## config.mk

```make
export PLATFORM = sky130hd
export DESIGN_NAME = rpc_front
export DESIGN_NICKNAME = d
export VERILOG_FILES = /design/src/rtl/rpc_pkg.sv /design/src/rtl/rpc_front.sv
export SDC_FILE = /design/constraint.sdc
export NUM_CORES = 1
export LEC_CHECK = 0
export BUFFER_PORTS_ARGS = -buffer_cell sky130_fd_sc_hd__buf_4
export CAP_MARGIN = 30
export CORE_UTILIZATION = 42
export CTS_BUF_LIST = sky130_fd_sc_hd__clkbuf_8
export CTS_CLUSTER_DIAMETER = 100
export DETAILED_ROUTE_END_ITERATION = 8
export SYNTH_ARGS = -nofsm -noshare
export SYNTH_HDL_FRONTEND = slang
export SYNTH_SLANG_ARGS = --single-unit
```

## constraint.sdc

```tcl
create_clock -name clk -period 7.81 [get_ports clk]
set_input_delay 0.781 -clock clk [delete_from_list [all_inputs] [get_ports clk]]
set_output_delay 0.781 -clock clk [all_outputs]
set_load 0.05 [all_outputs]
```

## src/rtl/rpc_pkg.sv

```systemverilog
package rpc_pkg;

  localparam int COORD_WIDTH_DEF  = 16;
  localparam int CORDIC_STEPS_DEF = 16;
  localparam int MAX_STEPS        = 32;
  localparam int FRAC_BITS        = 16;
  localparam int ANGLE_WIDTH      = 16;
  localparam int ZW               = 32;
  // headroom above coordinate + fraction bits for CORDIC growth
  localparam int GUARD_BITS       = 3;

  localparam logic [29:0]   GAIN_Q30  = 30'd652032874;
  localparam logic [ZW-1:0] HALF_TURN = 32'h8000_0000;

  localparam logic [1:0] REQ_RECT  = 2'd0;
  localparam logic [1:0] REQ_POLAR = 2'd1;

  // atan(2^-i) in 2^32 counts per turn
  localparam logic [ZW-1:0] ATAN_TAB [MAX_STEPS] = '{
    32'd536870912, 32'd316933406, 32'd167458907, 32'd85004756,
    32'd42667331,  32'd21354465,  32'd10679838,  32'd5340245,
    32'd2670163,   32'd1335087,   32'd667544,    32'd333772,
    32'd166886,    32'd83443,     32'd41722,     32'd20861,
    32'd10430,     32'd5215,      32'd2608,      32'd1304,
    32'd652,       32'd326,       32'd163,       32'd81,
    32'd41,        32'd20,        32'd10,        32'd5,
    32'd3,         32'd1,         32'd1,         32'd0
  };

  typedef enum logic [1:0] {
    MODE_RECT,
    MODE_POLAR,
    MODE_ERR
  } mode_t;

  typedef struct packed {
    mode_t mode;
    logic  zero;
  } tag_t;

endpackage

```

## src/rtl/rpc_front.sv

```systemverilog
module rpc_front #(
  parameter int COORD_WIDTH = rpc_pkg::COORD_WIDTH_DEF,
  parameter int DW          = COORD_WIDTH + rpc_pkg::FRAC_BITS + rpc_pkg::GUARD_BITS
) (
  input  logic                          clk,
  input  logic                          rst_n,
  input  logic                          i_vld,
  output logic                          i_rdy,
  input  logic [1:0]                    i_req,
  input  logic signed [COORD_WIDTH-1:0] i_a,
  input  logic signed [COORD_WIDTH-1:0] i_b,
  output logic                          o_vld,
  input  logic                          o_rdy,
  output logic signed [DW-1:0]          o_x,
  output logic signed [DW-1:0]          o_y,
  output logic [rpc_pkg::ZW-1:0]        o_z,
  output rpc_pkg::tag_t                 o_tag,
  output logic signed [COORD_WIDTH-1:0] o_a,
  output logic signed [COORD_WIDTH-1:0] o_b
);

  localparam int W  = COORD_WIDTH;
  localparam int PW = W + 31;
  localparam logic signed [30:0] GAIN_S = $signed({1'b0, rpc_pkg::GAIN_Q30});

  // stage 1: decode and gain multiply
  logic                  v1_r;
  logic                  rdy1;
  logic                  rdy2;
  rpc_pkg::tag_t         tag1_r, tag1_nxt;
  logic signed [W-1:0]   a1_r, b1_r;
  logic signed [PW-1:0]  prod1_r, prod1_nxt;

  // stage 2: initial vector
  logic                  v2_r;
  logic signed [DW-1:0]  x2_r, x2_nxt, y2_r, y2_nxt;
  logic [rpc_pkg::ZW-1:0] z2_r, z2_nxt;
  rpc_pkg::tag_t         tag2_r;
  logic signed [W-1:0]   a2_r, b2_r;

  logic signed [PW:0]    psum;
  logic signed [DW-1:0]  px;
  logic signed [DW-1:0]  ax;
  logic signed [DW-1:0]  by;
  logic [W+15:0]         bz;
  logic [15:0]           ang;

  assign rdy2  = ~v2_r | o_rdy;
  assign rdy1  = ~v1_r | rdy2;
  assign i_rdy = rdy1;

  always_comb begin
    tag1_nxt.zero = (i_a == '0) && (i_b == '0);
    case (i_req)
      rpc_pkg::REQ_RECT:  tag1_nxt.mode = rpc_pkg::MODE_RECT;
      rpc_pkg::REQ_POLAR: tag1_nxt.mode = rpc_pkg::MODE_POLAR;
      default:            tag1_nxt.mode = rpc_pkg::MODE_ERR;
    endcase
    prod1_nxt = PW'(i_a) * PW'(GAIN_S);
  end

  always_ff @(posedge clk) begin
    if (!rst_n) begin
      v1_r <= 1'b0;
    end else if (rdy1) begin
      v1_r <= i_vld;
    end
  end

  always_ff @(posedge clk) begin
    if (rdy1) begin
      tag1_r  <= tag1_nxt;
      a1_r    <= i_a;
      b1_r    <= i_b;
      prod1_r <= prod1_nxt;
    end
  end

  always_comb begin
    // polar start: floor((m*K + 2^13) / 2^14)
    psum = $signed({prod1_r[PW-1], prod1_r}) + $signed((PW+1)'(8192));
    px   = DW'($signed(psum[PW:14]));
    ax   = $signed({{rpc_pkg::GUARD_BITS{a1_r[W-1]}}, a1_r, 16'b0});
    by   = $signed({{rpc_pkg::GUARD_BITS{b1_r[W-1]}}, b1_r, 16'b0});
    bz   = {16'b0, b1_r};
    ang  = bz[15:0];
    x2_nxt = ax;
    y2_nxt = by;
    z2_nxt = '0;
    if (tag1_r.mode == rpc_pkg::MODE_POLAR) begin
      x2_nxt = px;
      y2_nxt = '0;
      z2_nxt = {ang, 16'b0};
      if (ang[15] ^ ang[14]) begin
        x2_nxt = -px;
        z2_nxt = {ang, 16'b0} ^ rpc_pkg::HALF_TURN;
      end
    end else if (a1_r[W-1]) begin
      // left half plane: rotate by pi first
      x2_nxt = -ax;
      y2_nxt = -by;
      z2_nxt = rpc_pkg::HALF_TURN;
    end
  end

  always_ff @(posedge clk) begin
    if (!rst_n) begin
      v2_r <= 1'b0;
    end else if (rdy2) begin
      v2_r <= v1_r;
    end
  end

  always_ff @(posedge clk) begin
    if (rdy2) begin
      x2_r   <= x2_nxt;
      y2_r   <= y2_nxt;
      z2_r   <= z2_nxt;
      tag2_r <= tag1_r;
      a2_r   <= a1_r;
      b2_r   <= b1_r;
    end
  end

  assign o_vld = v2_r;
  assign o_x   = x2_r;
  assign o_y   = y2_r;
  assign o_z   = z2_r;
  assign o_tag = tag2_r;
  assign o_a   = a2_r;
  assign o_b   = b2_r;

endmodule

```

# [Word level (Yosys, flattened, before mapping)]
# Cells that the tools add are included.
# Widths: inputs -> output; s select.
[totals] register_bits=220 latch_bits=0 ram_bits=0 romBits=0 in_bits=38 output_inout_bits=139 wordCells=42 mem_count=0
[classes] n_addsub=4 n_mul=1 n_div=0 magnitude_cmp=0 n_eq_ne=2 shift=0 muxes=8 bitwise=7 reduce_logical=5
[ops] operator="$mux 35" count=4
[ops] operator="$mux 32" count=3
[ops] operator="$neg 32->35" count=2
[ops] operator="$add 47x15->48 const B" count=1
[ops] operator="$mul 16x30->46 const B" count=1
[ops] operator="$neg 34->35" count=1
[ops] operator="$logic_not 16->1" count=2
[ops] operator="$eq 2x1->1 const B" count=2
[ops] operator="$not 1->1" count=4
[ops] operator="$pmux 2 s2" count=1
[ops] operator="$logic_not 2->1" count=1
[ops] operator="$or 1x1->1" count=2
[ops] operator="$reduce_or 2->1" count=1
[ops] operator="$logic_and 1x1->1" count=1
[ops] operator="$xor 1x1->1" count=1

# [Depth between registers and ports, before layout]
[logic_depth] word_depth=4 ltp_mapped=24 ltp_nobuf=23

# [Worst setup path after synthesis]
# OpenSTA, ideal clock, no wires.
[synth_path] path_kind="in2reg" start="in i_a[11]" end="reg prod1_r[35] (data pin)" setup_time_ns=0.271 arrival_time_ns=6.010 t_required_ns=7.539 path_slack_ns=1.529 path_stages=17 n_path_buf=0 path_cell_list="inv_1 > fa_1 > fa_1 > fa_1 > inv_1 > fa_1 > fa_1 > inv_1 > fa_1 > inv_1 > ha_1 > a21o_1 > or4_1 > a41oi_1 > nor4_1 > a2111oi_0 > xnor2_1"
[synth_between] elab_chain_cells=1
[synth_rtl] item="start, declared" line_no="rpc_front.sv:10" source="input logic signed [COORD_WIDTH-1:0] i_a,"
[synth_rtl] item="$mul 16x30->46" line_no="rpc_front.sv:59" source="prod1_nxt = PW'(i_a) * PW'(GAIN_S);"
[synth_rtl] item="net prod1_nxt[35]" line_no="rpc_front.sv:32" source="logic signed [PW-1:0] prod1_r, prod1_nxt;"
[synth_rtl] item="end signal, assigned" line_no="rpc_front.sv:75" source="prod1_r <= prod1_nxt;"
[synth_rtl] item="end, declared" line_no="rpc_front.sv:32"
# The timed path passes the listed nets, and every way through them passes these cells.
# A chain may end at the register's enable or synchronous reset.

# [Worst setup path in the final report]
[layout_path] start="in i_a[14]" end="reg prod1_r[35] (data pin)"
# The elaborated chain is that of the path after synthesis.

==> out/qor.csv <==
stage;metric;value;unit
outcome;status;completed;
layout;Area Growth Syn to Fin;11.6;%
layout;register area;5270;sq um
clock_tree;CTS Root Cell;clkbuf_8;
clock_tree;latest clock arrival within the worst-skew pair;500;ps
sta;ratio of final minimum period to clock period;83.0;%
placed_design;placed cell count;2152;
detailed_routing;DRC;0;
floorplanning;starting density of the core;42.7;%
worst_setup_path;Arr. time, crit path;6710;ps
sta;setup TNS;0;ps
worst_setup_path;CP Class;input pin to flop;
floorplanning;Die Wd;201;um
global_route;global-route wire length before repair;64.9;mm
synth;register area share after synthesis;31.7;%
clock_tree;post-cts gate resize count;0;
synth;Synth Register Bits;176;
flow_run;max-cap violations;0;
worst_setup_path;largest fanout on the critical path;9;
synth;most used flip-flop cell after synthesis;edfxtp_1;
detailed_routing;DR vias;11100;
synth;Mapped Cells;1526;
clock_tree;Clk pin slew, worst setup/hold paths;100;ps
synth;Yosys Warn Count;0;
sta;Pins Over Slew Limit;0;
synth;top-area cell type share of the netlist area;31.5;%
floorplanning;Core Region;38800;sq um
floorplanning;die height;201;um
worst_setup_path;Crit. End Element;flop;
sta;Final setup viols;0;
clock_tree;Post-CTS Hold Fix Bufs;0;
synth;Synth Cell Area;16600;sq um
global_route;initial antenna violation count;0;
clock_tree;H-tree levels;4;
layout;ratio of cells with drive above 1 in the final layout;12.8;%
synth;post-synth cell types;75;
detailed_routing;final wirelength;41.9;mm
sta;Worst Tran Pin Value;763;ps
placed_design;gpl congestion;0.942;
detailed_routing;vias per inst;5.09;
sta;Max-slew headroom;48.7;%
placed_design;IO buf count;144;
sta;RSZ-0062 raised after global routing;false;
layout;Inserted Diodes;0;
global_route;GRT overflow;0;
synth;Syn Area/Cell;10.9;sq um
synth;count leader, synth;inv_1;
synth;post-synth top area cell;edfxtp_1;
synth;Async SR Flop Fraction;0;%
global_route;largest net degree at the start of global routing;84;
clock_tree;CTS tree;yes;
detailed_routing;routed len/inst;19.2;um
layout;Layout fillers;3584;
worst_setup_path;Startpoint Class;input pin;
layout;Final #Nets;2041;
synth;commonest cells in the netlist;271 x inv_1, 177 x fa_1, 174 x edfxtp_1;
layout;Final Non-Filler Cells;2185;
worst_setup_path;WP data required;8040;ps
clock_tree;clock sinks;176;
clock_tree;CTS Buf Count;17;
detailed_routing;Starting DRT DRC Count;705;
sta;Tmin final;6480;ps
synth;ranking of synthesized cells by area;edfxtp_1 31%, fa_1 21%, ha_1 13%;
sta;endpoints failing hold;0;
floorplanning;IO Count;177;
floorplanning;DIE AREA;40300;sq um
layout;multi-input combinational cell area;10000;sq um
global_route;number of global-route vias before repair;11100;
detailed_routing;post-route ant nets;0;
clock_tree;setup bufs post-CTS;0;
global_route;total track usage;21.3;%
hold_path;Hold Crit Class;flop to flop;
detailed_routing;drt first pass iters;5;
sta;clk_skew;14.7;ps
placed_design;Post-DP HPWL;35.2;mm
synth;number of synthesized flops with an enable pin;174;
clock_tree;maximum root-to-sink buffer count;2;
sta;fmax;0.154;GHz
floorplanning;# rows;72;
[routing by layer]
metal  GRT usage [%]  routed length (um)
met2            34.9               20100
met4            6.16                 841
met1            29.6               19300
met5               0                   0
met3            2.71                1630
[per-stage QoR]
stage / utilization, % / hold WS, ps / setup WS [ps] / area, sq um
floorplan: - / 400 / 1530 / 16700
global placement: 46.5 / 403 / 828 / 18100
detailed placement: 46.5 / 427 / 862 / 18100
CTS: 47.6 / 423 / 1390 / 18500
global route: 47.7 / 437 / 1060 / 18500
finish: 47.7 / 446 / 1330 / 18500
[state kept, by name, summed over array words and instances (netlist names)]
name     count
o_x         35
prod1_r     34
o_y         19
a1_r        16
ang         16
o_a         16
o_b         16
o_z         16
o_tag        3
tag1_r       3
o_vld        1
v1_r         1
[cells by family (layout without fill, tap and decap cells)]
logic type,count (synthesis),count (layout),synth area share (%)
simple gates,347,347,11.1
buf+inv,344,454,8.77
fa+ha+maj,349,349,34.3
other cells,1,32,0.0226
mux,7,7,0.445
xor+xnor,123,123,6.49
flops,176,176,31.7
compound gates,179,179,7.15
[worst max-delay path: stages]
cell	delay, ps
buf_4	200
inv_1	160
ha_1	430
inv_1	90
fa_1	510
fa_1	610
inv_1	80
fa_1	510
fa_1	550
inv_1	60
fa_1	530
inv_1	40
ha_1	380
a21o_1	260
or4_1	500
a41oi_1	320
nor4_1	100
a2111oi_0	490
xnor2_1	110
[worst paths after layout]
| check | cells past startpoint | endpoint | startpoint | slack (ps) |
|---|---|---|---|---|
| hold reg to reg | 0 | o_tag[0]$_DFFE_PP_ | tag1_r[0]$_DFFE_PP_ | 450 |
| setup / recovery | 19 | prod1_r[35]$_DFFE_PP_ | i_a[14] | 1330 |
| setup reg to reg | 10 | o_x[30]$_DFFE_PP_ | prod1_r[13]$_DFFE_PP_ | 3820 |
| hold / removal | 0 | o_tag[0]$_DFFE_PP_ | tag1_r[0]$_DFFE_PP_ | 450 |
[area by class of cell]
class	count	share of cell area (%)
Clock buffer	17	1.26
Clock inverter	15	1.03
Inverter	271	5.51
Multi-Input combinational cell	1037	54.0
Sequential cell	176	28.4
Tap cell	518	3.50
Timing Repair Buffer	151	6.23
[placed cells by master (no fill, tap or decap), types with 17 or more instances in the layout]
master	n
inv_1	270
fa_1	177
edfxtp_1	174
ha_1	172
buf_4	150
nor2_1	95
xnor2_1	86
nand2_1	63
a21oi_1	40
xor2_1	37
nand3_1	35
o21ai_0	35
conb_1	32
and2_1	20
nor3_1	17
nand4_1	17
nor4_1	17
clkbuf_8	17
Power is left out: the tool's default activity adds up to more than one toggle a clock period on the data nets, which glitch-free logic cannot reach.
