### src/rtl/rpc_pkg.sv
package rpc_pkg;

  localparam int COORD_WIDTH_DEF  = 16;
  localparam int CORDIC_STEPS_DEF = 16;
  localparam int MAX_STEPS        = 32;
  localparam int FRAC_BITS        = 16;
  localparam int ANGLE_WIDTH      = 16;
  localparam int ZW               = 32;
  // headroom above coordinate + fraction bits for CORDIC growth
  localparam int GUARD_BITS       = 3;

  localparam logic [29:0]   GAIN_Q30  = 30'd652032874;
  localparam logic [ZW-1:0] HALF_TURN = 32'h8000_0000;

  localparam logic [1:0] REQ_RECT  = 2'd0;
  localparam logic [1:0] REQ_POLAR = 2'd1;

  // atan(2^-i) in 2^32 counts per turn
  localparam logic [ZW-1:0] ATAN_TAB [MAX_STEPS] = '{
    32'd536870912, 32'd316933406, 32'd167458907, 32'd85004756,
    32'd42667331,  32'd21354465,  32'd10679838,  32'd5340245,
    32'd2670163,   32'd1335087,   32'd667544,    32'd333772,
    32'd166886,    32'd83443,     32'd41722,     32'd20861,
    32'd10430,     32'd5215,      32'd2608,      32'd1304,
    32'd652,       32'd326,       32'd163,       32'd81,
    32'd41,        32'd20,        32'd10,        32'd5,
    32'd3,         32'd1,         32'd1,         32'd0
  };

  typedef enum logic [1:0] {
    MODE_RECT,
    MODE_POLAR,
    MODE_ERR
  } mode_t;

  typedef struct packed {
    mode_t mode;
    logic  zero;
  } tag_t;

endpackage

### src/rtl/rpc_back.sv
module rpc_back #(
  parameter int COORD_WIDTH = rpc_pkg::COORD_WIDTH_DEF,
  parameter int DW          = COORD_WIDTH + rpc_pkg::FRAC_BITS + rpc_pkg::GUARD_BITS
) (
  input  logic                          clk,
  input  logic                          rst_n,
  input  logic                          i_vld,
  output logic                          i_rdy,
  input  logic signed [DW-1:0]          i_x,
  input  logic signed [DW-1:0]          i_y,
  input  logic [rpc_pkg::ZW-1:0]        i_z,
  input  rpc_pkg::tag_t                 i_tag,
  input  logic signed [COORD_WIDTH-1:0] i_a,
  input  logic signed [COORD_WIDTH-1:0] i_b,
  output logic                          o_vld,
  input  logic                          o_rdy,
  output logic signed [COORD_WIDTH-1:0] o_x,
  output logic signed [COORD_WIDTH-1:0] o_y,
  output logic signed [COORD_WIDTH:0]   o_mag,
  output logic signed [15:0]            o_ang,
  output logic                          o_err
);

  localparam int W   = COORD_WIDTH;
  localparam int HW  = DW - 17;      // u >> 16
  localparam int PHW = W + 32;
  localparam int RW  = DW - 15;      // rounded coordinate
  localparam int TW  = PHW + 1;

  // stage 1: gain products and rounding
  logic                  v1_r;
  logic                  rdy1;
  logic                  rdy2;
  logic [DW-2:0]         u;
  logic [HW-1:0]         hi;
  logic [45:0]           plo;
  logic [PHW-1:0]        phi_r, phi_nxt;
  logic [29:0]           plo_r;
  logic signed [DW:0]    xa, ya;
  logic signed [RW-1:0]  xr_r, yr_r;
  logic [15:0]           angr_r, angr_nxt;
  rpc_pkg::tag_t         tag1_r;
  logic signed [W-1:0]   a1_r, b1_r;

  // stage 2: cap, saturate, select
  logic                  v2_r;
  logic [TW-1:0]         t;
  logic [TW-31:0]        t2;
  logic [W-1:0]          magu;
  logic [W+15:0]         bz;
  logic signed [W-1:0]   x_r, x_nxt, y_r, y_nxt;
  logic signed [W:0]     mag_r, mag_nxt;
  logic [15:0]           ang_r, ang_nxt;
  logic                  err_r, err_nxt;

  function automatic logic signed [W-1:0] sat_c(input logic signed [RW-1:0] v);
    logic [RW-W:0] top;
    top = v[RW-1:W-1];
    if ((top == '0) || (top == '1)) begin
      sat_c = v[W-1:0];
    end else if (v[RW-1]) begin
      sat_c = {1'b1, {(W-1){1'b0}}};
    end else begin
      sat_c = {1'b0, {(W-1){1'b1}}};
    end
  endfunction

  assign rdy2  = ~v2_r | o_rdy;
  assign rdy1  = ~v1_r | rdy2;
  assign i_rdy = rdy1;

  always_comb begin
    u        = i_x[DW-1] ? '0 : i_x[DW-2:0];
    hi       = u[DW-2:16];
    phi_nxt  = PHW'(hi) * PHW'(rpc_pkg::GAIN_Q30);
    plo      = 46'(u[15:0]) * 46'(rpc_pkg::GAIN_Q30);
    xa       = $signed({i_x[DW-1], i_x}) + $signed((DW+1)'(32768));
    ya       = $signed({i_y[DW-1], i_y}) + $signed((DW+1)'(32768));
    angr_nxt = i_z[31:16] + {15'b0, i_z[15]};
  end

  always_ff @(posedge clk) begin
    if (!rst_n) begin
      v1_r <= 1'b0;
    end else if (rdy1) begin
      v1_r <= i_vld;
    end
  end

  always_ff @(posedge clk) begin
    if (rdy1) begin
      phi_r  <= phi_nxt;
      plo_r  <= plo[45:16];
      xr_r   <= xa[DW:16];
      yr_r   <= ya[DW:16];
      angr_r <= angr_nxt;
      tag1_r <= i_tag;
      a1_r   <= i_a;
      b1_r   <= i_b;
    end
  end

  always_comb begin
    // round half up out of Q30, then cap at 2^W - 1
    t    = TW'(phi_r) + TW'(plo_r) + TW'(32'h2000_0000);
    t2   = t[TW-1:30];
    magu = (t2[TW-31:W] != '0) ? '1 : t2[W-1:0];
    bz   = {16'b0, b1_r};
    x_nxt   = '0;
    y_nxt   = '0;
    mag_nxt = '0;
    ang_nxt = '0;
    err_nxt = 1'b0;
    case (tag1_r.mode)
      rpc_pkg::MODE_RECT: begin
        x_nxt = a1_r;
        y_nxt = b1_r;
        if (!tag1_r.zero) begin
          mag_nxt = $signed({1'b0, magu});
          ang_nxt = angr_r;
        end
      end
      rpc_pkg::MODE_POLAR: begin
        x_nxt   = sat_c(xr_r);
        y_nxt   = sat_c(yr_r);
        mag_nxt = $signed({a1_r[W-1], a1_r});
        ang_nxt = bz[15:0];
      end
      default: begin
        err_nxt = 1'b1;
      end
    endcase
  end

  always_ff @(posedge clk) begin
    if (!rst_n) begin
      v2_r <= 1'b0;
    end else if (rdy2) begin
      v2_r <= v1_r;
    end
  end

  always_ff @(posedge clk) begin
    if (rdy2) begin
      x_r   <= x_nxt;
      y_r   <= y_nxt;
      mag_r <= mag_nxt;
      ang_r <= ang_nxt;
      err_r <= err_nxt;
    end
  end

  assign o_vld = v2_r;
  assign o_x   = x_r;
  assign o_y   = y_r;
  assign o_mag = mag_r;
  assign o_ang = $signed(ang_r);
  assign o_err = err_r;

endmodule

### config.mk
export PLATFORM = sky130hd
export DESIGN_NAME = rpc_back
export DESIGN_NICKNAME = d
export VERILOG_FILES = /design/src/rtl/rpc_pkg.sv /design/src/rtl/rpc_back.sv
export SDC_FILE = /design/constraint.sdc
export NUM_CORES = 1
export LEC_CHECK = 0
export ABC_CLOCK_PERIOD_IN_PS = 13250
export BUFFER_PORTS_ARGS = -buffer_cell sky130_fd_sc_hd__buf_4
export CAP_MARGIN = 20
export CORE_MARGIN = 2
export CORE_UTILIZATION = 31
export DETAILED_ROUTE_END_ITERATION = 7
export GPL_TIMING_DRIVEN = 0
export SYNTH_ARGS = -nofsm -noshare
export SYNTH_HDL_FRONTEND = slang
export SYNTH_SLANG_ARGS = --single-unit
### constraint.sdc
create_clock -name clk -period 13.25 [get_ports clk]
set_clock_uncertainty 0.1 [all_clocks]
set_input_delay 2.65 -clock clk [delete_from_list [all_inputs] [get_ports clk]]
set_output_delay 2.65 -clock clk [all_outputs]
set_load 0.05 [all_outputs]
* After elaboration in Yosys (flattened, before gate mapping)
Index checks and enable logic that the tools add are counted.
** Word-level totals
- RAM bits :: 0
- Output and inout bits :: 68
- Register bits :: 236
- Memories :: 0
- Input port bits :: 141
- Latch bits :: 0
- Word-level logic and storage cells :: 50
- Memory bits (read-only) :: 0
** Cells by class
- Eq/ne operators :: 3
- Shift operators :: 0
- Order comparisons :: 0
- Divide/modulo/power cells :: 0
- Bitwise operators :: 4
- $add $sub $neg :: 5
- Multiply operators :: 2
- Mux-type cells :: 13
- Reductions and logical operators :: 7
** Operator list (count)
- $mux 16 :: 7
- $pmux 16 s2 :: 3
- $add 35x17->36 const B :: 2
- $add 48x30->49 :: 1
- $add 49x30->49 const B :: 1
- $mul 18x29->47 const B :: 1
- $mul 16x29->45 const B :: 1
- $mux 34 :: 1
- $pmux 17 s2 :: 1
- $add 16x1->16 :: 1
- $eq 5x5->1 const B :: 2
- $logic_not 5->1 :: 2
- $reduce_bool 3->1 :: 1
- $eq 2x1->1 const B :: 1
- $logic_not 2->1 :: 1
- $logic_or 1x1->1 :: 2
- $not 1->1 :: 2
- $or 1x1->1 :: 2
- $reduce_or 2->1 :: 1
- $mux 1 :: 1

* Depth between registers and ports, before layout
Gate-level depths: netlist of run 1.
- Word-level depth :: 6
- Depth in mapped cells :: 28
- Mapped depth without buffers :: 26

* Worst setup path before layout of run 1
No wires, ideal clock.
- Path kind :: input port to output port
- Start point :: input port o_rdy
- End point :: output port i_rdy
- Path slack :: 3.974 ns
- Buffers on the path :: 0
- Arrival time :: 6.526 ns
- Data required time :: 10.500 ns
- Stages :: 2
- Cell sequence :: nor2b_1 > nand2_1
** On the way
- Cells in the longest elaborated chain, start to end :: 2
** RTL lines
- start: declaration :: RTL line rpc_back.sv:16 : input logic o_rdy,
- $or 1x1->1 :: RTL line rpc_back.sv:68 : assign rdy2 = ~v2_r | o_rdy;
- $or 1x1->1 :: RTL line rpc_back.sv:69 : assign rdy1 = ~v1_r | rdy2;
- end: declaration :: RTL line rpc_back.sv:8 : output logic i_rdy,
No other way between the ends.

* Worst setup path after layout of run 1
- Start point :: input port i_x[34]
- End point :: register plo_r[29], data pin
** On the way
- Cells in the longest elaborated chain, start to end :: 2
** RTL lines
- start: declaration :: RTL line rpc_back.sv:9 : input logic signed [DW-1:0] i_x,
- $mux 34 :: RTL line rpc_back.sv:73 : u = i_x[DW-1] ? '0 : i_x[DW-2:0];
- $mul 16x29->45 :: RTL line rpc_back.sv:76 : plo = 46'(u[15:0]) * 46'(rpc_pkg::GAIN_Q30);
- via plo[45] :: RTL line rpc_back.sv:36 : logic [45:0] plo;
- end signal: assignment :: RTL line rpc_back.sv:93 : plo_r <= plo[45:16];
- end: declaration :: RTL line rpc_back.sv:38 : logic [29:0] plo_r;
The timed path passes the listed nets, and every way through them passes these cells.
A chain may end at the register's enable or synchronous reset.

==> results.toml, run 1 <==
[clocking]
cts_max_level = 1
cts.sinks = 235
max-clock-path-buffers = 3
postCtsSetupBuffers = 0
cts-root-buf = "clkbuf_16"
cts_buffers = 27
cts_tree = "yes"
worstSkewPairLatency_ps = 560
cts_resized = 0
clk_pin_slew_ps = 60
cts_hold_buf = 0

[cells_and_area]
fin_util_pct = 35.33
drive_above_1_share_pct = 8.943
syn2layout_area_growth_pct = 13.40
n_fill_cell = 9023
fin_nets = 3761
antennaDiodeCount = 0

[logic_synthesis]
synth_flop_cell = "edfxtp_1"
synthTopCellsByArea = "fa_1 (28%), edfxtp_1 (25%), ha_1 (17%), inv_1 (9.0%), xnor2_1 (2.7%)"
ys_ff_latch = 235
synth_most_common_cell = "inv_1"
synth_top_area_share_pct = 27.57
syn_inst = 2657
synth_top_cell_by_area = "fa_1"
ys_async_sr_fraction_pct = 0
synth_fp_nets = 3554
synth-edff-count = 233
yosysWarnings = 0
syn_area_per_cell_sq_um = 10.52
synth_commonest_cells = "inv_1 (667), fa_1 (385), ha_1 (371), edfxtp_1 (233), a21oi_1 (127)"
ys_types = 74
yosysSeqAreaShare_pct = 25.17
synth_area_sq_um = 27960

[grt]
grt_usage_pct = 15.57
grt_pass1_wl_mm = 112.6
grt_max_degree = 71
antenna_found_initial = 0
grt_pass1_vias = 19739
grt_overflow = 0

[sta]
relSlewSlack_pct = 21.69
hold_ws_ps = 409.6
fmax_ghz = 0.09262
worst_slew_pin_slew_ps = 1175
hold_violations = 0
drv_slew = 0
timing.final.ws_setup_ps = 2454
finalSetupViolCount = 0
rsz0062_at_grt = "false"
post-route-min-period_ps = 10800
fin_crit_sh_pct = 81.48
setup_tns_ps = 0

[status]
status = "complete, no violations"

[placed_design]
numPortBuffers = 174
dpl_worst_slack_ps = 1874
dpl.hpwl_mm = 61.96
place.gp.congestion = 0.9398

[worst_setup_path]
end_kind = "register"
critPathLaunchType = "input port"
crit_path_top_delay_cell = "clkbuf_1"
required_ps = 13460
worstPathArrival_ps = 11010
critical-path-max-stage-delay_ps = 930
cp_cell_sequence = "buf_4, clkbuf_1, clkbuf_1, nor2b_1, ha_1, inv_1, fa_1, inv_1, fa_1, fa_1, fa_1, inv_1, fa_1, inv_1, ha_1, nand3_1, nor3_1, a41o_1, o211ai_2, a2111oi_2, o211ai_1, nand2_1, a31oi_1, xnor2_1"
cp_top_family = "adder cells"
criticalPathCategory = "in -> reg"
crit_fanout = 10
cp_common_cell = "fa_1"
critPathBufInv = 7

[floorplanning]
die_y_um = 304.3
die_area_sq_um = 92600
start_util_pct = 31.15
dieWidth_um = 304.3
ioPinCount = 209
core_sq_um = 89740
row_count = 110

[pwr]
p_leak_nw = 15.67
power_mw = 7.777
vdd_ir_drop_max_mv = 0.2120
power_density_nw_per_um2 = 245.3

[route]
vias = 18934
routed_wl_mm = 71.46
vias_per_cell = 4.662
wire_per_inst_um = 17.60
first_pass_iters = 5
drt.antenna.violating_nets = 0
drt-initial-drc-count = 1223
drc = 0

[min_path]
hold_class = "reg -> reg"

[run]
drv_cap = 0
-- final cells by class --
cell class                      instances  area, sq um  area share, %
Sequential cell                       235         7037          22.20
Clock buffer                           29        683.2          2.155
Tap cell                             1176         1471          4.641
Multi-Input combinational cell       1711        18250          57.57
Timing Repair Buffer                  178         1389          4.381
Buffer                                 44        172.7         0.5447
Clock inverter                         21        193.9         0.6118
Inverter                              667         2504          7.898
-- sequential cells by signal, indices dropped and copies added, names as in the netlist, 17 cells and up --
| register | count |
|---|---|
| o_mag | 17 |
| phi_r | 47 |
| plo_r | 29 |
| xr_r | 20 |
| yr_r | 20 |
-- where the power goes --
group          total (mW)  internal, mW  switching [mW]
Combinational        5.75          2.34            3.41
Clock               0.743         0.433           0.310
Sequential           1.28          1.21          0.0689
-- cell families after synthesis --
group	after synthesis	synth area share, %
compound gates	384	9.027
xor+xnor	138	4.323
fa+ha+maj	756	44.17
buf+inv	711	9.573
flops	235	25.17
mux	3	0.1074
simple gates	430	7.626
-- placed cells by master (no fill, tap or decap), drive strengths merged, types with 16 or more instances in the layout --
cell type	count
xnor2	86
xor2	52
nor2b	37
nor2	111
ha	371
buf	183
o21a	17
inv	670
nor3	16
nand2b	28
clkbuf	68
a21oi	130
nand4	28
a22o	18
fa	385
a21o	45
nand3	53
edfxtp	233
nand2	98
a211oi	42
o21ai	63
and3	24
-- through the flow --
stage,instance area (sq um),instances
after floorplan,27960,2657
after global placement,30730,4007
after detailed placement,30820,4010
after CTS,31690,4060
after global routing,31700,4061
final,31700,4061
-- worst register-to-register path: stages (launching register included) --
cell      delay (ps)
edfxtp_1         400
ha_1             310
ha_1             290
o21ai_0          170
a211oi_1         100
o21a_1           250
o311ai_1         680
a31o_2           360
nor2_4           110
a21oi_4          270
o21ai_0          210
a22o_1           230
-- path summary, 6_finish.rpt --
path	from	endpoint	slack (ps)	depth (start not counted)
max	i_x[34]	plo_r[29]	2450	24
min reg2reg	angr_r[14]	o_ang[14]	410	1
min	angr_r[14]	o_ang[14]	410	1
max reg2reg	phi_r[4]	o_mag[2]	9540	11
-- layer usage --
metal | vias up | global-route usage (%) | share of wire (%)
li1 | 9075 | - | -
met5 | - | 0 | 0
met1 | 9242 | 20.91 | 45
met3 | 85 | 2.605 | 5.8
met2 | 532 | 25.62 | 46
met4 | 0 | 4.950 | 3.4
No activity file was read; power rests on OpenSTA's default activity.
==> run 2: changes to the inputs <==
--- a/config.mk
+++ b/config.mk
@@ -5,7 +5,8 @@
 export SDC_FILE = /design/constraint.sdc
 export NUM_CORES = 1
 export LEC_CHECK = 0
-export ABC_CLOCK_PERIOD_IN_PS = 13250
+export ABC_AREA = 1
+export ABC_CLOCK_PERIOD_IN_PS = 10070
 export BUFFER_PORTS_ARGS = -buffer_cell sky130_fd_sc_hd__buf_4
 export CAP_MARGIN = 20
 export CORE_MARGIN = 2
==> constraint.sdc (replaced) <==
create_clock -name clk -period 10.07 [get_ports clk]
set_clock_uncertainty 0.1 [all_clocks]
set_input_delay 2.014 -clock clk [delete_from_list [all_inputs] [get_ports clk]]
set_output_delay 2.014 -clock clk [all_outputs]
set_load 0.05 [all_outputs]
==> run 2 against run 1 <==
  * Highest routed layer unchanged
  * Wire length increased by 24%
  * Worst setup slack worse by 1800 ps
  * Core utilization fell by 0.065 points
  * Critical endpoint is now phi_r[40]
  * Sequential cell count stayed put
  * Non-clock buffer count fell by 20
  * Worst hold slack got worse by 18 ps
  * First-iteration DRC count increased by 29%
  * Critical path type unchanged
==> results.toml, run 2 <==
[status]
status = "complete, no violations"

[run]
drv_cap = 0

[floorplanning]
die_y_um = 319.6
die_area_sq_um = 102200
ioPinCount = 209
start_util_pct = 31.33
row_count = 115
core_sq_um = 98560
dieWidth_um = 319.6

[logic_synthesis]
ys_types = 54
synth_area_sq_um = 30880
synth-edff-count = 233
synth_flop_cell = "edfxtp_1"
synth_top_area_share_pct = 24.96
synth_commonest_cells = "inv_1 (995), nand2_1 (542), fa_1 (385), ha_1 (371), nor2_1 (248)"
synth_fp_nets = 4431
syn_area_per_cell_sq_um = 8.739
synth_top_cell_by_area = "fa_1"
ys_ff_latch = 235
syn_inst = 3534
yosysWarnings = 0
yosysSeqAreaShare_pct = 22.79
synth_most_common_cell = "inv_1"
synthTopCellsByArea = "fa_1 (25%), edfxtp_1 (23%), ha_1 (15%), inv_1 (12%), nand2_1 (6.6%)"
ys_async_sr_fraction_pct = 0

[placed_design]
dpl.hpwl_mm = 78.17
dpl_worst_slack_ps = 247.5
dpl.cell_count = 5003
numPortBuffers = 177
place.gp.congestion = 0.9440
placed_cell_area_sq_um = 33950

[grt]
grt_usage_pct = 17.42
grt_pass1_wl_mm = 138.2
grt_pass1_vias = 24268
antenna_found_initial = 3
grt_max_degree = 68
grt_overflow = 0

[sta]
hold_violations = 0
fmax_ghz = 0.1057
finalSetupViolCount = 0
timing.final.ws_setup_ps = 605.8
relSlewSlack_pct = 19.01
worst_slew_pin_slew_ps = 1210
post-route-min-period_ps = 9464
drv_slew = 0
fin_crit_sh_pct = 93.98
rsz0062_at_grt = "false"

[cells_and_area]
syn2layout_area_growth_pct = 12.54
antennaDiodeCount = 0
regMostFlops = "phi_r"
layout.cells.non_filler = 5051
drive_above_1_share_pct = 7.917
top_regs = "phi_r: 47 flops, plo_r: 29 flops"
largest_reg_flops = 47
final_cell_mix = "inv_1 (995), nand2_1 (541), fa_1 (385)"
postLayoutCellArea_sq_um = 34760
fin_nets = 4641
n_fill_cell = 10176
fin_util_pct = 35.26
mostFrequentLayoutCell = "inv_1"

[worst_setup_path]
cp_cell_sequence = "buf_6, clkbuf_1, clkbuf_1, nor2_1, buf_6, ha_1, inv_1, fa_1, inv_1, fa_1, fa_1, inv_1, fa_1, fa_1, inv_1, ha_1, nand2_1, nor2_1, inv_1, nor4_1, nand3_1, nand3_1, xor2_1"
critical-path-max-stage-delay_ps = 840
required_ps = 10240
critPathBufInv = 9
crit_path_top_delay_cell = "clkbuf_1"
criticalPathCategory = "in -> reg"
worstPathArrival_ps = 9640
end_kind = "register"
crit_fanout = 10
critPathLaunchType = "input port"
cp_top_family = "adder cells"

[clocking]
cts_resized = 0
cts_hold_buf = 0
clk_pin_slew_ps = 60
cts.sinks = 235
cts-root-buf = "clkbuf_16"
worstSkewPairLatency_ps = 540
cts_max_level = 1
cts_buffers = 26
cts_tree = "yes"
max-clock-path-buffers = 3
postCtsSetupBuffers = 0

[min_path]
hold_class = "reg -> reg"

[route]
drt.antenna.violating_nets = 0
wire_per_inst_um = 17.54
drt-initial-drc-count = 1581
first_pass_iters = 5
vias = 23222
vias_per_cell = 4.598
routed_wl_mm = 88.59
drc = 0
-- run 2: area by class of cell --
type	instances	area, sq um	share of cell area (%)
timing repair buffer	182	1426	4.104
multi-input combinational	2280	20030	57.63
clock inverter	19	147.6	0.4248
sequential	235	7037	20.25
buffer	20	88.84	0.2556
clock buffer	29	661.9	1.904
inverter	999	3755	10.80
tap	1287	1610	4.633
-- run 2: routing by layer --
| metal | part of all wire, % | global-route usage (%) | wire length, um | up-vias |
|---|---|---|---|---|
| met5 | 0 | 0 | 0 | - |
| met4 | 2.7 | 4.287 | 2358 | 0 |
| met3 | 5.5 | 1.678 | 4847 | 114 |
| met2 | 47 | 29.74 | 41530 | 694 |
| met1 | 45 | 23.69 | 39860 | 11051 |
| li1 | - | - | - | 11363 |
-- run 2: final timing paths --
kind / start / end / slack [ps] / depth (start not counted)
worst max register to register: phi_r[5] / o_mag[15] / 6920 / 14
worst max-delay path: i_x[34] / phi_r[40] / 610 / 23
worst min-delay path: v1_r / o_vld / 390 / 2
worst min register to register: v1_r / o_vld / 390 / 2
-- run 2: metrics by stage --
step | setup TNS (ps) | hold slack [ps]
2_1_floorplan | 0 | 326.7
3_3_place_gp | -46420 | 343.9
6_report | 0 | 391.2
4_1_cts | 0 | 393.5
3_5_place_dp | 0 | 384.3
5_1_grt | 0 | 404.1
-- run 2: worst register-to-register path, cell delays in order (launching register included) --
cell      delay, ps
edfxtp_1        450
ha_1            340
ha_1            340
nand2_1         130
inv_1            80
a21oi_1         150
o21ai_1         110
nand2_1          80
nand2_1          50
nand2_1          60
nand2_1         180
a21oi_4         330
nand2_4         120
o21bai_1        290
nand2_1          90
-- run 2: logic make-up after synthesis --
family | after synthesis | synth area share, %
compound gates | 375 | 6.973
flops | 235 | 22.79
fa+ha+maj | 756 | 39.99
simple gates | 1031 | 14.46
buf+inv | 1019 | 12.45
xor+xnor | 118 | 3.347
Power of run 2 is left out: the tool's default activity adds up to more than one toggle a clock period on the data nets, which glitch-free logic cannot reach.
