### src/rtl/rpc_pkg.sv
package rpc_pkg;

  localparam int COORD_WIDTH_DEF  = 16;
  localparam int CORDIC_STEPS_DEF = 16;
  localparam int MAX_STEPS        = 32;
  localparam int FRAC_BITS        = 16;
  localparam int ANGLE_WIDTH      = 16;
  localparam int ZW               = 32;
  // headroom above coordinate + fraction bits for CORDIC growth
  localparam int GUARD_BITS       = 3;

  localparam logic [29:0]   GAIN_Q30  = 30'd652032874;
  localparam logic [ZW-1:0] HALF_TURN = 32'h8000_0000;

  localparam logic [1:0] REQ_RECT  = 2'd0;
  localparam logic [1:0] REQ_POLAR = 2'd1;

  // atan(2^-i) in 2^32 counts per turn
  localparam logic [ZW-1:0] ATAN_TAB [MAX_STEPS] = '{
    32'd536870912, 32'd316933406, 32'd167458907, 32'd85004756,
    32'd42667331,  32'd21354465,  32'd10679838,  32'd5340245,
    32'd2670163,   32'd1335087,   32'd667544,    32'd333772,
    32'd166886,    32'd83443,     32'd41722,     32'd20861,
    32'd10430,     32'd5215,      32'd2608,      32'd1304,
    32'd652,       32'd326,       32'd163,       32'd81,
    32'd41,        32'd20,        32'd10,        32'd5,
    32'd3,         32'd1,         32'd1,         32'd0
  };

  typedef enum logic [1:0] {
    MODE_RECT,
    MODE_POLAR,
    MODE_ERR
  } mode_t;

  typedef struct packed {
    mode_t mode;
    logic  zero;
  } tag_t;

endpackage

### src/rtl/rpc_cordic_stage.sv
module rpc_cordic_stage #(
  parameter int COORD_WIDTH = rpc_pkg::COORD_WIDTH_DEF,
  parameter int DW          = COORD_WIDTH + rpc_pkg::FRAC_BITS + rpc_pkg::GUARD_BITS,
  parameter int STEP        = 0
) (
  input  logic                          clk,
  input  logic                          rst_n,
  input  logic                          i_vld,
  output logic                          i_rdy,
  input  logic signed [DW-1:0]          i_x,
  input  logic signed [DW-1:0]          i_y,
  input  logic [rpc_pkg::ZW-1:0]        i_z,
  input  rpc_pkg::tag_t                 i_tag,
  input  logic signed [COORD_WIDTH-1:0] i_a,
  input  logic signed [COORD_WIDTH-1:0] i_b,
  output logic                          o_vld,
  input  logic                          o_rdy,
  output logic signed [DW-1:0]          o_x,
  output logic signed [DW-1:0]          o_y,
  output logic [rpc_pkg::ZW-1:0]        o_z,
  output rpc_pkg::tag_t                 o_tag,
  output logic signed [COORD_WIDTH-1:0] o_a,
  output logic signed [COORD_WIDTH-1:0] o_b
);

  localparam logic [rpc_pkg::ZW-1:0] ATAN = rpc_pkg::ATAN_TAB[STEP];

  logic                          v_r;
  logic                          rdy;
  logic                          plus;
  logic signed [DW-1:0]          dx, dy;
  logic signed [DW-1:0]          x_r, x_nxt, y_r, y_nxt;
  logic [rpc_pkg::ZW-1:0]        z_r, z_nxt;
  rpc_pkg::tag_t                 tag_r;
  logic signed [COORD_WIDTH-1:0] a_r, b_r;

  assign rdy   = ~v_r | o_rdy;
  assign i_rdy = rdy;

  always_comb begin
    dx = i_y >>> STEP;
    dy = i_x >>> STEP;
    // vectoring drives y to zero; rotation drives z to zero
    if (i_tag.mode == rpc_pkg::MODE_RECT) begin
      plus = ~i_y[DW-1];
    end else begin
      plus = i_z[rpc_pkg::ZW-1];
    end
    if (plus) begin
      x_nxt = i_x + dx;
      y_nxt = i_y - dy;
      z_nxt = i_z + ATAN;
    end else begin
      x_nxt = i_x - dx;
      y_nxt = i_y + dy;
      z_nxt = i_z - ATAN;
    end
  end

  always_ff @(posedge clk) begin
    if (!rst_n) begin
      v_r <= 1'b0;
    end else if (rdy) begin
      v_r <= i_vld;
    end
  end

  always_ff @(posedge clk) begin
    if (rdy) begin
      x_r   <= x_nxt;
      y_r   <= y_nxt;
      z_r   <= z_nxt;
      tag_r <= i_tag;
      a_r   <= i_a;
      b_r   <= i_b;
    end
  end

  assign o_vld = v_r;
  assign o_x   = x_r;
  assign o_y   = y_r;
  assign o_z   = z_r;
  assign o_tag = tag_r;
  assign o_a   = a_r;
  assign o_b   = b_r;

endmodule

### config.mk
export PLATFORM = sky130hd
export DESIGN_NAME = rpc_cordic_stage
export DESIGN_NICKNAME = d
export VERILOG_FILES = /design/src/rtl/rpc_pkg.sv /design/src/rtl/rpc_cordic_stage.sv
export SDC_FILE = /design/constraint.sdc
export NUM_CORES = 1
export LEC_CHECK = 0
export BUFFER_PORTS_ARGS = -buffer_cell sky130_fd_sc_hd__buf_2
export CORE_ASPECT_RATIO = 2
export CORE_UTILIZATION = 45
export DETAILED_ROUTE_END_ITERATION = 8
export PLACE_DENSITY = 0.74
export SLEW_MARGIN = 40
export SYNTH_ARGS = -nofsm -noshare
export SYNTH_HDL_FRONTEND = slang
export SYNTH_SLANG_ARGS = --single-unit
### constraint.sdc
create_clock -name clk -period 12.45 [get_ports clk]
set_input_delay 0 -clock clk [delete_from_list [all_inputs] [get_ports clk]]
set_output_delay 0 -clock clk [all_outputs]
set_load 0.01 [all_outputs]
# Word level (Yosys, flattened, before mapping)
# Index checks and enable logic that the tools add are counted.
totals:
  register_bits: 138
  inputBits: 141
  out_inout_bits: 139
  wordCells: 21
classes:
  addsub: 5
  mux: 4
  bitwise: 3
  n_reduce_logical: 1
op_table:
  columns: ["op", "count"]
  rows:
  - ["$mux 35", 2]
  - ["$sub 35x35->35", 2]
  - ["$add 35x35->35", 1]
  - ["$add 32x30->32 const B", 1]
  - ["$mux 32", 1]
  - ["$sub 32x30->32 const B", 1]
  - ["$logic_not 2->1", 1]
  - ["$not 1->1", 2]
  - ["$mux 1", 1]
  - ["$or 1x1->1", 1]

# Longest topological paths before layout
# Gate-level depths: netlist of run 1.
logic_depth:
  ltp_word: 3
  depth_mapped: 13
  depth_no_buf: 12

# Least setup slack after synthesis of run 1
# No wires, ideal clock.
synth_timing:
  path_kind: "reg-to-reg"
  startpoint: "reg v_r, in the netlist o_vld"
  endpoint: "reg v_r, in the netlist o_vld"
  setup_ns: 0.316
  arrival_time_ns: 3.879
  t_required_ns: 12.134
  setup_slack_ns: 8.255
  stages_incl_launch_ff: 3
  n_path_buf: 0
  period_less_slack_ns: 4.195
  cell_sequence: "dfxtp_1 > nand2b_1 > a21boi_0"
synth_via:
  elab_chain_cells: 2
synth_lines:
  columns: ["element", "line", "text"]
  rows:
  - ["from (decl)", "rpc_cordic_stage.sv:28", "logic v_r;"]
  - ["from (signal assigned)", "rpc_cordic_stage.sv:64", "v_r <= i_vld;"]
  - ["$not 1->1", "rpc_cordic_stage.sv:37", "assign rdy = ~v_r | o_rdy;"]
  - ["$or 1x1->1", "rpc_cordic_stage.sv:37", null]
  - ["named net i_rdy", "rpc_cordic_stage.sv:9", "output logic i_rdy,"]
# The timed path passes the listed nets, and every way through them passes these cells.
# A chain may end at the register's enable or synchronous reset.

# Final worst setup path of run 1
layout_timing:
  startpoint: "in i_y[0]"
  endpoint: "reg x_r[32], in the netlist o_x[32] (data pin)"
layout_via:
  elab_chain_cells: 2
  word_cells_on_any_way: 3
  cone_classes: "add/sub: 2; mux: 1"
layout_lines:
  columns: ["element", "line", "text"]
  rows:
  - ["from (decl)", "rpc_cordic_stage.sv:11", "input logic signed [DW-1:0] i_y,"]
  - ["$sub 35x35->35 or $add 35x35->35 (tied branches)", "rpc_cordic_stage.sv:54, rpc_cordic_stage.sv:50", null]
  - ["$mux 35 (*)", "rpc_cordic_stage.sv:49", "if (plus) begin"]
  - ["named net x_nxt[32]", "rpc_cordic_stage.sv:32", "logic signed [DW-1:0] x_r, x_nxt, y_r, y_nxt;"]
  - ["to (signal assigned)", "rpc_cordic_stage.sv:70", "x_r <= x_nxt;"]
  - ["to (decl)", "rpc_cordic_stage.sv:32", null]
# The timed path passes the listed nets; every way through them passes the cells marked *.

==> results.md, run 1 <==
Run status:
- The run finished with clean final reports.

Drt:
- The routed wire length is 38100 µm.
- For this run, design rule violations remaining after detail routing come to 0.
- The detailed router finished its first iteration with between 700 and 800 violations.
- Once detail routing completed, the nets flagged for antenna violations numbered 0.
- The per-cell routed wire length is 22.2 µm.
- The number of detailed-routing iterations run before antenna repair is 6.
- Summing over every cut layer, the via total after detailed routing is around 9900.
- After detailed routing, the number of vias per cell comes to 5.77.

STA:
- The final worst-path cycle share is between 30 and 40%.
- The count of endpoints failing hold in the final timing report is 0.
- The summed negative setup slack over all endpoints is 0 ns.
- The final critical delay including setup and external delays is between 3 and 4 ns.
- The number of failing setup endpoints in the final timing report is 0.
- In this run the tightest slew margin relative to its limit is 45.7%.
- Timing would allow up to roughly 250 MHz.
- The number of pins with negative max-slew slack in the final report is 0.
- The actual transition at the worst max-transition pin is 0.814 ns.
- Setup repair after global routing left no endpoint under its margin.
- On the final layout, the worst clock skew is roughly 0.017 ns.

Global routing:
- The number of antenna violations at the first check in global routing came to 1.
- After global routing the overflow that remains totals 0.
- The via count of the first global-routing pass is between 10000 and 15000.
- The global-route usage over all layers is a little under a third.
- The first global-routing pass estimated 54800 µm of wire.
- Entering global routing, the biggest net connects 85 pins.

Clock tree:
- Clock-pin slew was measured on the worst setup and hold paths at roughly 0.06 ns.
- After clock tree synthesis, the repair step resized 0 gates.
- The maximum number of buffers from clock root to sink is 2.
- The clock sink total is 137.
- The clock insertion delay at the later pin of the skew report is approximately 0.44 ns.
- The number of buffers added by the clock tree synthesis step is 17.
- Hold repair after CTS inserted between 60 and 70 buffers.
- The number of setup buffers added after CTS is 0.
- The TritonCTS clock tree is done.
- The tree is rooted in a sky130_fd_sc_hd__clkbuf_16.
- The H-tree was split into 4 levels.

Setup path:
- The setup check on the worst reg-to-reg path leaves a slack of between 10 and 15 ns.
- The capturing element type of the critical path is a flop.
- In this run the worst path has a maximum fanout of 3.
- The endpoint identified for the worst register-to-register timing path is o_y[8]$_DFFE_PP_.
- STA classifies the critical path startpoint as a primary input.
- The reg-to-reg critical path startpoint is o_vld$_SDFFE_PN0P_.
- The critical path capture point is o_x[32]$_DFFE_PP_.
- At the worst endpoint, the arrival time is between 4 and 5 ns.
- In this run the worst setup path begins at i_y[0].
- The type of the setup path with the least slack is primary input to flop.
- For the worst flop-to-flop path, the logic depth is 2.
- For the worst setup path, the data required time is about 13 ns.

Place:
- The final weighted congestion in routability-driven placement is between 1 and 1.5.
- The count of buffers added on input and output ports is roughly 280.
- The wire-length estimate of the detail-placed layout is between 20000 and 30000 µm.

Die:
- The core region is 0.0231 mm².
- The number of primary I/O pins is between 200 and 300.
- The horizontal extent of the die is roughly 110 µm.
- The area of the die is 0.0241 mm².
- Row generation in the floorplan step produced 79 rows.
- Once the floorplan was initialized, standard cells occupied 45.7% of the core.
- The overall die height is approximately 220 µm.

Yosys:
- The mean cell area of the mapped netlist is between 9 and 10 µm².
- The leading register cell type out of synthesis is sky130_fd_sc_hd__edfxtp_1.
- Yosys mapped the design onto 80 distinct sky130hd cell types.
- The most common cell in the netlist is sky130_fd_sc_hd__edfxtp_1.
- By count the netlist is led by sky130_fd_sc_hd__edfxtp_1 (136), sky130_fd_sc_hd__a21oi_1 (123), sky130_fd_sc_hd__inv_1 (107), sky130_fd_sc_hd__ha_1 (104), sky130_fd_sc_hd__nor2_1 (95).
- The portion of synthesized cell area occupied by the leading cell type is 38.6%.
- The synthesized design contains 137 register bits.
- Sequential elements use between 30% and 40% of the synthesized area.
- For this run, asynchronously set or reset flops after synthesis account for 0%.
- When the netlist entered floorplanning its net count stood at between 1000 and 1500.
- Sorting the synthesized cells by area gives the leading types as sky130_fd_sc_hd__edfxtp_1 (39%), sky130_fd_sc_hd__ha_1 (12%), sky130_fd_sc_hd__a21oi_1 (5.8%).
- The cell type with the highest aggregate area in the netlist is sky130_fd_sc_hd__edfxtp_1.
- The count of synthesis-stage warnings from yosys is 0.
- Synthesis handed over a netlist of 1104 instances.
- The netlist area before placement is between 0.01 and 0.015 mm².
- In this run, synthesis inferred between 100 and 150 flip-flops with an integrated enable.

Power and ir drop:
- In this run the power density over the cells is between 100 and 150 mW/mm².
- IR analysis of the VDD net gives a maximum drop of ~0.2 mV.
- The design draws roughly 1.7 mW.
- The standby leakage power is around 6 nW.

Flow run:
- The count of max-cap constraint violations is 0.

Finish:
- The fraction of layout cells with a size suffix above 1 is about 24%.
- The register area is 0.00410 mm².
- The area occupied by multi-input gates is approximately 0.0057 mm².
- The final-stage net count is 1673.
- The area added between synthesis and finish is 26.2%.
- The number of fillers in the final layout is between 2000 and 2500.

Min path:
- The kind of path behind the tightest hold check is primary input to flop.
==> critical path, stage by stage <==
cell                            delay, ns
sky130_fd_sc_hd__dlygate4sd3_1       0.53
sky130_fd_sc_hd__buf_2               0.14
sky130_fd_sc_hd__ha_1                0.27
sky130_fd_sc_hd__fa_1                0.42
sky130_fd_sc_hd__nor2b_1             0.20
sky130_fd_sc_hd__o21ai_0             0.23
sky130_fd_sc_hd__a31oi_1             0.46
sky130_fd_sc_hd__nand3_1             0.17
sky130_fd_sc_hd__a31oi_1             0.63
sky130_fd_sc_hd__a21oi_1             0.36
sky130_fd_sc_hd__o311ai_0            0.35
sky130_fd_sc_hd__o21ai_0             0.19
sky130_fd_sc_hd__xnor2_1             0.20
==> logic make-up (layout without fill, tap and decap cells) <==
family                     Yosys count  count (layout)  synth area share, %
other                                0               1                    0
xor gates and xnor gates            70              70                 5.80
and+or+nand+nor                    269             269                 12.6
muxes                               12              12                 1.14
buffers and inverters              159             492                 7.22
AOI/OAI and AO/OA                  349             349                 21.3
DFF                                137             137                 38.8
adders and majority gates          108             108                 13.1
==> cell type report <==
| class | instances | area share (%) |
|---|---|---|
| clock buffer | 17 | 3.19 |
| clock inverter | 15 | 1.61 |
| multi-input combinational | 808 | 42.9 |
| inverter | 108 | 3.04 |
| tap | 283 | 2.65 |
| antenna | 1 | 0.0187 |
| timing repair buffer | 352 | 15.9 |
| sequential | 137 | 30.7 |
==> metrics by stage <==
stage	cells	area, µm²	utilization [%]	hold slack [ns]	setup WS [ns]
after floorplan	1104	10600	-	0.0989	8.25
after global placement	1619	12000	51.9	0.176	8.66
after detailed placement	1619	12000	51.9	0.178	8.63
after CTS	1720	13300	57.7	0.0195	8.59
after global routing	1721	13300	57.7	0.0589	8.15
final	1721	13300	57.7	0.0368	8.46
==> layout by cell type (no fill, tap or decap), types with 6 or more instances in the layout <==
cell	netlist	final
sky130_fd_sc_hd__a21oi_1	123	123
sky130_fd_sc_hd__o21a_1	14	14
sky130_fd_sc_hd__inv_1	107	107
sky130_fd_sc_hd__nor2_1	95	95
sky130_fd_sc_hd__edfxtp_1	136	136
sky130_fd_sc_hd__or3_1	11	11
sky130_fd_sc_hd__o21ai_0	69	69
sky130_fd_sc_hd__nor2b_1	17	17
sky130_fd_sc_hd__nor3_1	19	19
sky130_fd_sc_hd__buf_2	9	279
sky130_fd_sc_hd__nor4_1	8	7
sky130_fd_sc_hd__mux2i_1	12	12
sky130_fd_sc_hd__nand3_1	23	23
sky130_fd_sc_hd__nand2b_1	7	6
sky130_fd_sc_hd__dlygate4sd3_1	0	69
sky130_fd_sc_hd__o31ai_1	11	11
sky130_fd_sc_hd__a211oi_1	14	14
sky130_fd_sc_hd__ha_1	104	104
sky130_fd_sc_hd__a21o_1	22	21
sky130_fd_sc_hd__o21bai_1	17	17
sky130_fd_sc_hd__clkbuf_16	0	17
sky130_fd_sc_hd__nand2_1	46	46
sky130_fd_sc_hd__a31oi_1	13	13
sky130_fd_sc_hd__xnor2_1	65	65
sky130_fd_sc_hd__o211ai_1	7	7
sky130_fd_sc_hd__nand4_1	14	14
==> flip-flops by register name (all words and copies together) (netlist names) <==
| register | count |
|---|---|
| o_x | 34 |
| o_z | 32 |
| o_y | 35 |
| o_vld | 1 |
| o_a | 16 |
| o_b | 16 |
| o_tag | 3 |
==> per-layer routing <==
layer  up-vias  part of all wire [%]  wire, µm  track usage [%]
li1       4606                     -         -                -
met1      4649                    30     11600             26.1
met2       512                    55     21000             60.6
met3       168                   4.8      1850             3.89
met4         0                   9.8      3750             28.6
met5         -                     0         0                0
==> worst min-delay path by stage <==
stage          cells past startpoint     from                 to  slack, ns
2_1_floorplan                      0   i_a[0]   o_a[0]$_DFFE_PP_        0.1
3_3_place_gp                       1   i_z[4]   o_z[4]$_DFFE_PP_       0.18
3_5_place_dp                       1  i_z[10]  o_z[10]$_DFFE_PP_       0.18
4_1_cts                            4  i_y[34]  o_z[31]$_DFFE_PP_       0.02
5_1_grt                            4  i_y[34]  o_z[31]$_DFFE_PP_       0.06
6_report                           3  i_x[34]  o_x[34]$_DFFE_PP_       0.04
==> report_power, final <==
group          internal [mW]  switching (mW)
registers              0.599          0.0216
logic                  0.208           0.339
clock network          0.340           0.212
total                   1.15           0.573
Power figures use the tool's default switching activity.
==> run 2, diff against run 1 <==
--- a/config.mk
+++ b/config.mk
@@ -9,7 +9,7 @@
 export CORE_ASPECT_RATIO = 2
 export CORE_UTILIZATION = 45
 export DETAILED_ROUTE_END_ITERATION = 8
-export PLACE_DENSITY = 0.74
+export PLACE_DENSITY = 0.77
 export SLEW_MARGIN = 40
 export SYNTH_ARGS = -nofsm -noshare
 export SYNTH_HDL_FRONTEND = slang
==> constraint.sdc (replaced) <==
create_clock -name clk -period 3.53 [get_ports clk]
set_input_delay 0 -clock clk [delete_from_list [all_inputs] [get_ports clk]]
set_output_delay 0 -clock clk [all_outputs]
set_load 0.01 [all_outputs]
==> results.md, run 2 (synthesis results as in run 1) <==
Setup path:
- The worst setup path is of the primary input to flop kind.
- The worst setup path is captured at a flop.
- The biggest fanout along the worst timing path is 4 (+1).
- The startpoint type of the worst setup path is a primary input.
- Walking the worst path, the cells encountered are dlygate4sd3_1 -> buf_2 -> ha_1 -> inv_1 -> fa_1 -> nor3_1 -> o31a_1 -> nor4b_4 -> o21ai_1 -> o2111ai_2 -> nand2_1 -> o31ai_1 -> a22oi_1 -> xnor2_1.
- The required time of the critical path is 3.71 ns (-8.91 ns).
- The arrival time at the worst endpoint was 3.55 ns (-0.61 ns).
- Among all stages on the critical path, the largest delay is contributed by sky130_fd_sc_hd__dlygate4sd3_1.
- The worst stage delay on the critical path is 0.53 ns (-0.10 ns).

Finish:
- The fraction of layout cells with a size suffix above 1 is 25.8% (+1.5 points).
- In the layout the commonest cells are sky130_fd_sc_hd__buf_2 (279), sky130_fd_sc_hd__edfxtp_1 (136), sky130_fd_sc_hd__a21oi_1 (123).
- The post-route non-filler standard cell count is 1755 (+2.0%).
- The commonest non-fill, non-tap cell in the layout is sky130_fd_sc_hd__buf_2.
- The number of fillers in the final layout came to 2062 (-0.097%).
- From synthesis to final layout, the design area changed by 28.7%.
- The final-stage net count is 1707 (+2.0%).
- The number of flip-flops in the largest register came to 35 (unchanged).

Clock tree:
- The maximum number of buffers from clock root to sink is 2 (unchanged).
- The post-CTS repair timing setup buffer count is 0 (unchanged).
- The CTS H-tree depth is 4 (unchanged).
- The TritonCTS clock tree is done.
- The clock root buffer is sky130_fd_sc_hd__clkbuf_16.
- The clock-pin transition on the worst setup and hold timing paths is 0.06 ns (about the same).
- The clock sink total is 137 (unchanged).
- The number of buffers added by the clock tree synthesis step is 17 (unchanged).
- The clock insertion delay at the later pin of the skew report is 0.44 ns (about the same).

Power and ir drop:
- The total power divided by cell area is 445 mW/mm² (+250%).
- The combinational group share of total power is 33.0% (+1.2 points).
- The power dissipated by switching net loads was 1.99 mW (+250%).
- The sequential fraction of design power is 36.0% (about the same).
- The fraction of power spent switching nets came to 32.8% (-0.53 points).
- The standby leakage power is 6.17 nW (+2.9%).
- The share of power burned in the clock network is 30.9% (-1.2 points).
- The internal power consumption was 4.07 mW (+260%).
- The largest vdd supply drop is 0.515 mV (+150%).

Die:
- The effective utilization at floorplan was 45.7% (unchanged).
- The number of primary I/O pins was 280 (unchanged).
- The horizontal extent of the die is 110 µm (unchanged).
- The standard-cell row count came to 79 (unchanged).
- The area of the core came to 0.0231 mm² (unchanged).
- The area of the die is 0.0241 mm² (unchanged).
- The overall die height was 219 µm (unchanged).

Drt:
- The routed wire length came to 38900 µm (+1.9%).
- The per-cell routed wire length is 22.2 µm (about the same).
- The number of detailed-routing iterations run before antenna repair is 5 (-1).
- The number of vias per cell after detailed routing was 5.65 (-2.2%).
- The initial DRC count is 507 (-28%).
- The detailed-route DRC error count is 0 (unchanged).
- The number of routed nets with antenna violations is 0 (unchanged).
- The total via count after detailed routing is 9912 (-0.23%).

Place:
- The number of buffer cells added on primary ports is 279 (unchanged).
- The final weighted congestion in routability-driven placement was 1.02 (-0.36%).
- The half-perimeter wire length after placement is 30100 µm (+1.1%).
- The cell count after placement is 1653 (+2.1%).

STA:
- The number of pins with negative max-slew slack in the final report was 0 (unchanged).
- Setup repair after global routing left no endpoint under its margin.
- The worst slew margin relative to its limit is 43.1% (-2.6 points).
- The worst path in the final design needs a cycle of 3.37 ns, including I/O delays and setup.
- Static timing analysis puts the maximum clock frequency at just under 300 MHz.
- The number of failing setup endpoints in the final timing report is 0 (unchanged).
- The summed negative setup slack over all endpoints is 0 ns (unchanged).
- The count of endpoints failing hold in the final timing report is 0 (unchanged).
- The final worst-path cycle share is 95.4%.
- The actual transition at the worst max-transition pin was 0.846 ns (+0.0315 ns).
- The clock tree skew after final layout is 0.0115 ns (-0.00596 ns).

Min path:
- In this run the worst hold path is classified as primary input to flop.

Global routing:
- The global-route usage over all layers is 32.6% (+1.2 points).
- The via count of the first global-routing pass is 10121 (+0.21%).
- The pin count of the biggest net entering global routing was 71 (-16%).
- The remaining global-route overflow is 0 (unchanged).
- The first-pass GRT wire length is 56100 µm (+2.3%).
- The number of antenna violations at the first check in global routing is 1 (unchanged).

Run status:
- The flow ran to the end, and the final reports show no timing, DRC or antenna violations.

Flow run:
- The count of max-cap constraint violations was 0 (unchanged).
[run 2: final cells by class]
type | instances | area [µm²] | area share, %
Multi-Input combinational cell | 808 | 5720 | 42.1
Sequential cell | 137 | 4100 | 30.2
Timing Repair Buffer | 386 | 2410 | 17.7
Clock buffer | 19 | 433 | 3.18
Inverter | 108 | 405 | 2.98
Tap cell | 283 | 354 | 2.60
Clock inverter | 13 | 175 | 1.29
Antenna cell | 1 | 2.50 | 0.0184
[run 2: metal layers]
| metal | wire length, µm | track usage (%) |
|---|---|---|
| met1 | 11700 | 27.0 |
| met2 | 21600 | 62.5 |
| met3 | 1940 | 6.12 |
| met4 | 3670 | 28.0 |
| met5 | 13 | 0 |
[run 2: critical path: cells and delay by family]
family / cells / cell delay, ns
fa+ha+maj: 2 / 0.43
compound gates: 5 / 1.55
buf+inv: 3 / 0.75
xor+xnor: 1 / 0.17
simple gates: 3 / 0.64
[run 2: final timing paths]
path                           start           endpoint  slack [ns]  cells past startpoint
hold / removal               i_z[31]  o_z[31]$_DFFE_PP_        0.05                      4
setup reg to reg  o_vld$_SDFFE_PN0P_  o_z[29]$_DFFE_PP_        1.94                      3
setup / recovery              i_y[0]  o_y[30]$_DFFE_PP_        0.16                     14
hold reg to reg   o_vld$_SDFFE_PN0P_   o_a[0]$_DFFE_PP_        0.91                      1
[run 2: stage by stage]
stage               util (%)  setup slack, ns  cell area [µm²]  hold slack [ns]  total power, mW
finish                  58.8            0.164            13600           0.0472             6.06
global route            58.8            0.108            13600           0.0727             6.31
CTS                     58.7           0.0930            13600           0.0302             6.05
detailed placement      53.1            0.123            12300            0.179             4.11
global placement        53.1            0.189            12300            0.176             4.08
floorplan                  -             1.03            10600           0.0989             3.35
[run 2: repair_timing]
item                                    in CTS  in global routing
hold endpoints to repair                    67                  0
hold buffers                                68                  0
endpoints found under the setup margin       0                  2
gates resized for setup                      0                  1
[run 2: power groups by stage]
stage               Combinational (mW)  Clock [mW]  Sequential [mW]
floorplan                        0.993           0             2.36
CTS                               1.96        1.90             2.18
global route                      2.15        1.96             2.21
detailed placement                1.89           0             2.22
finish                            2.00        1.87             2.18
global placement                  1.87           0             2.21
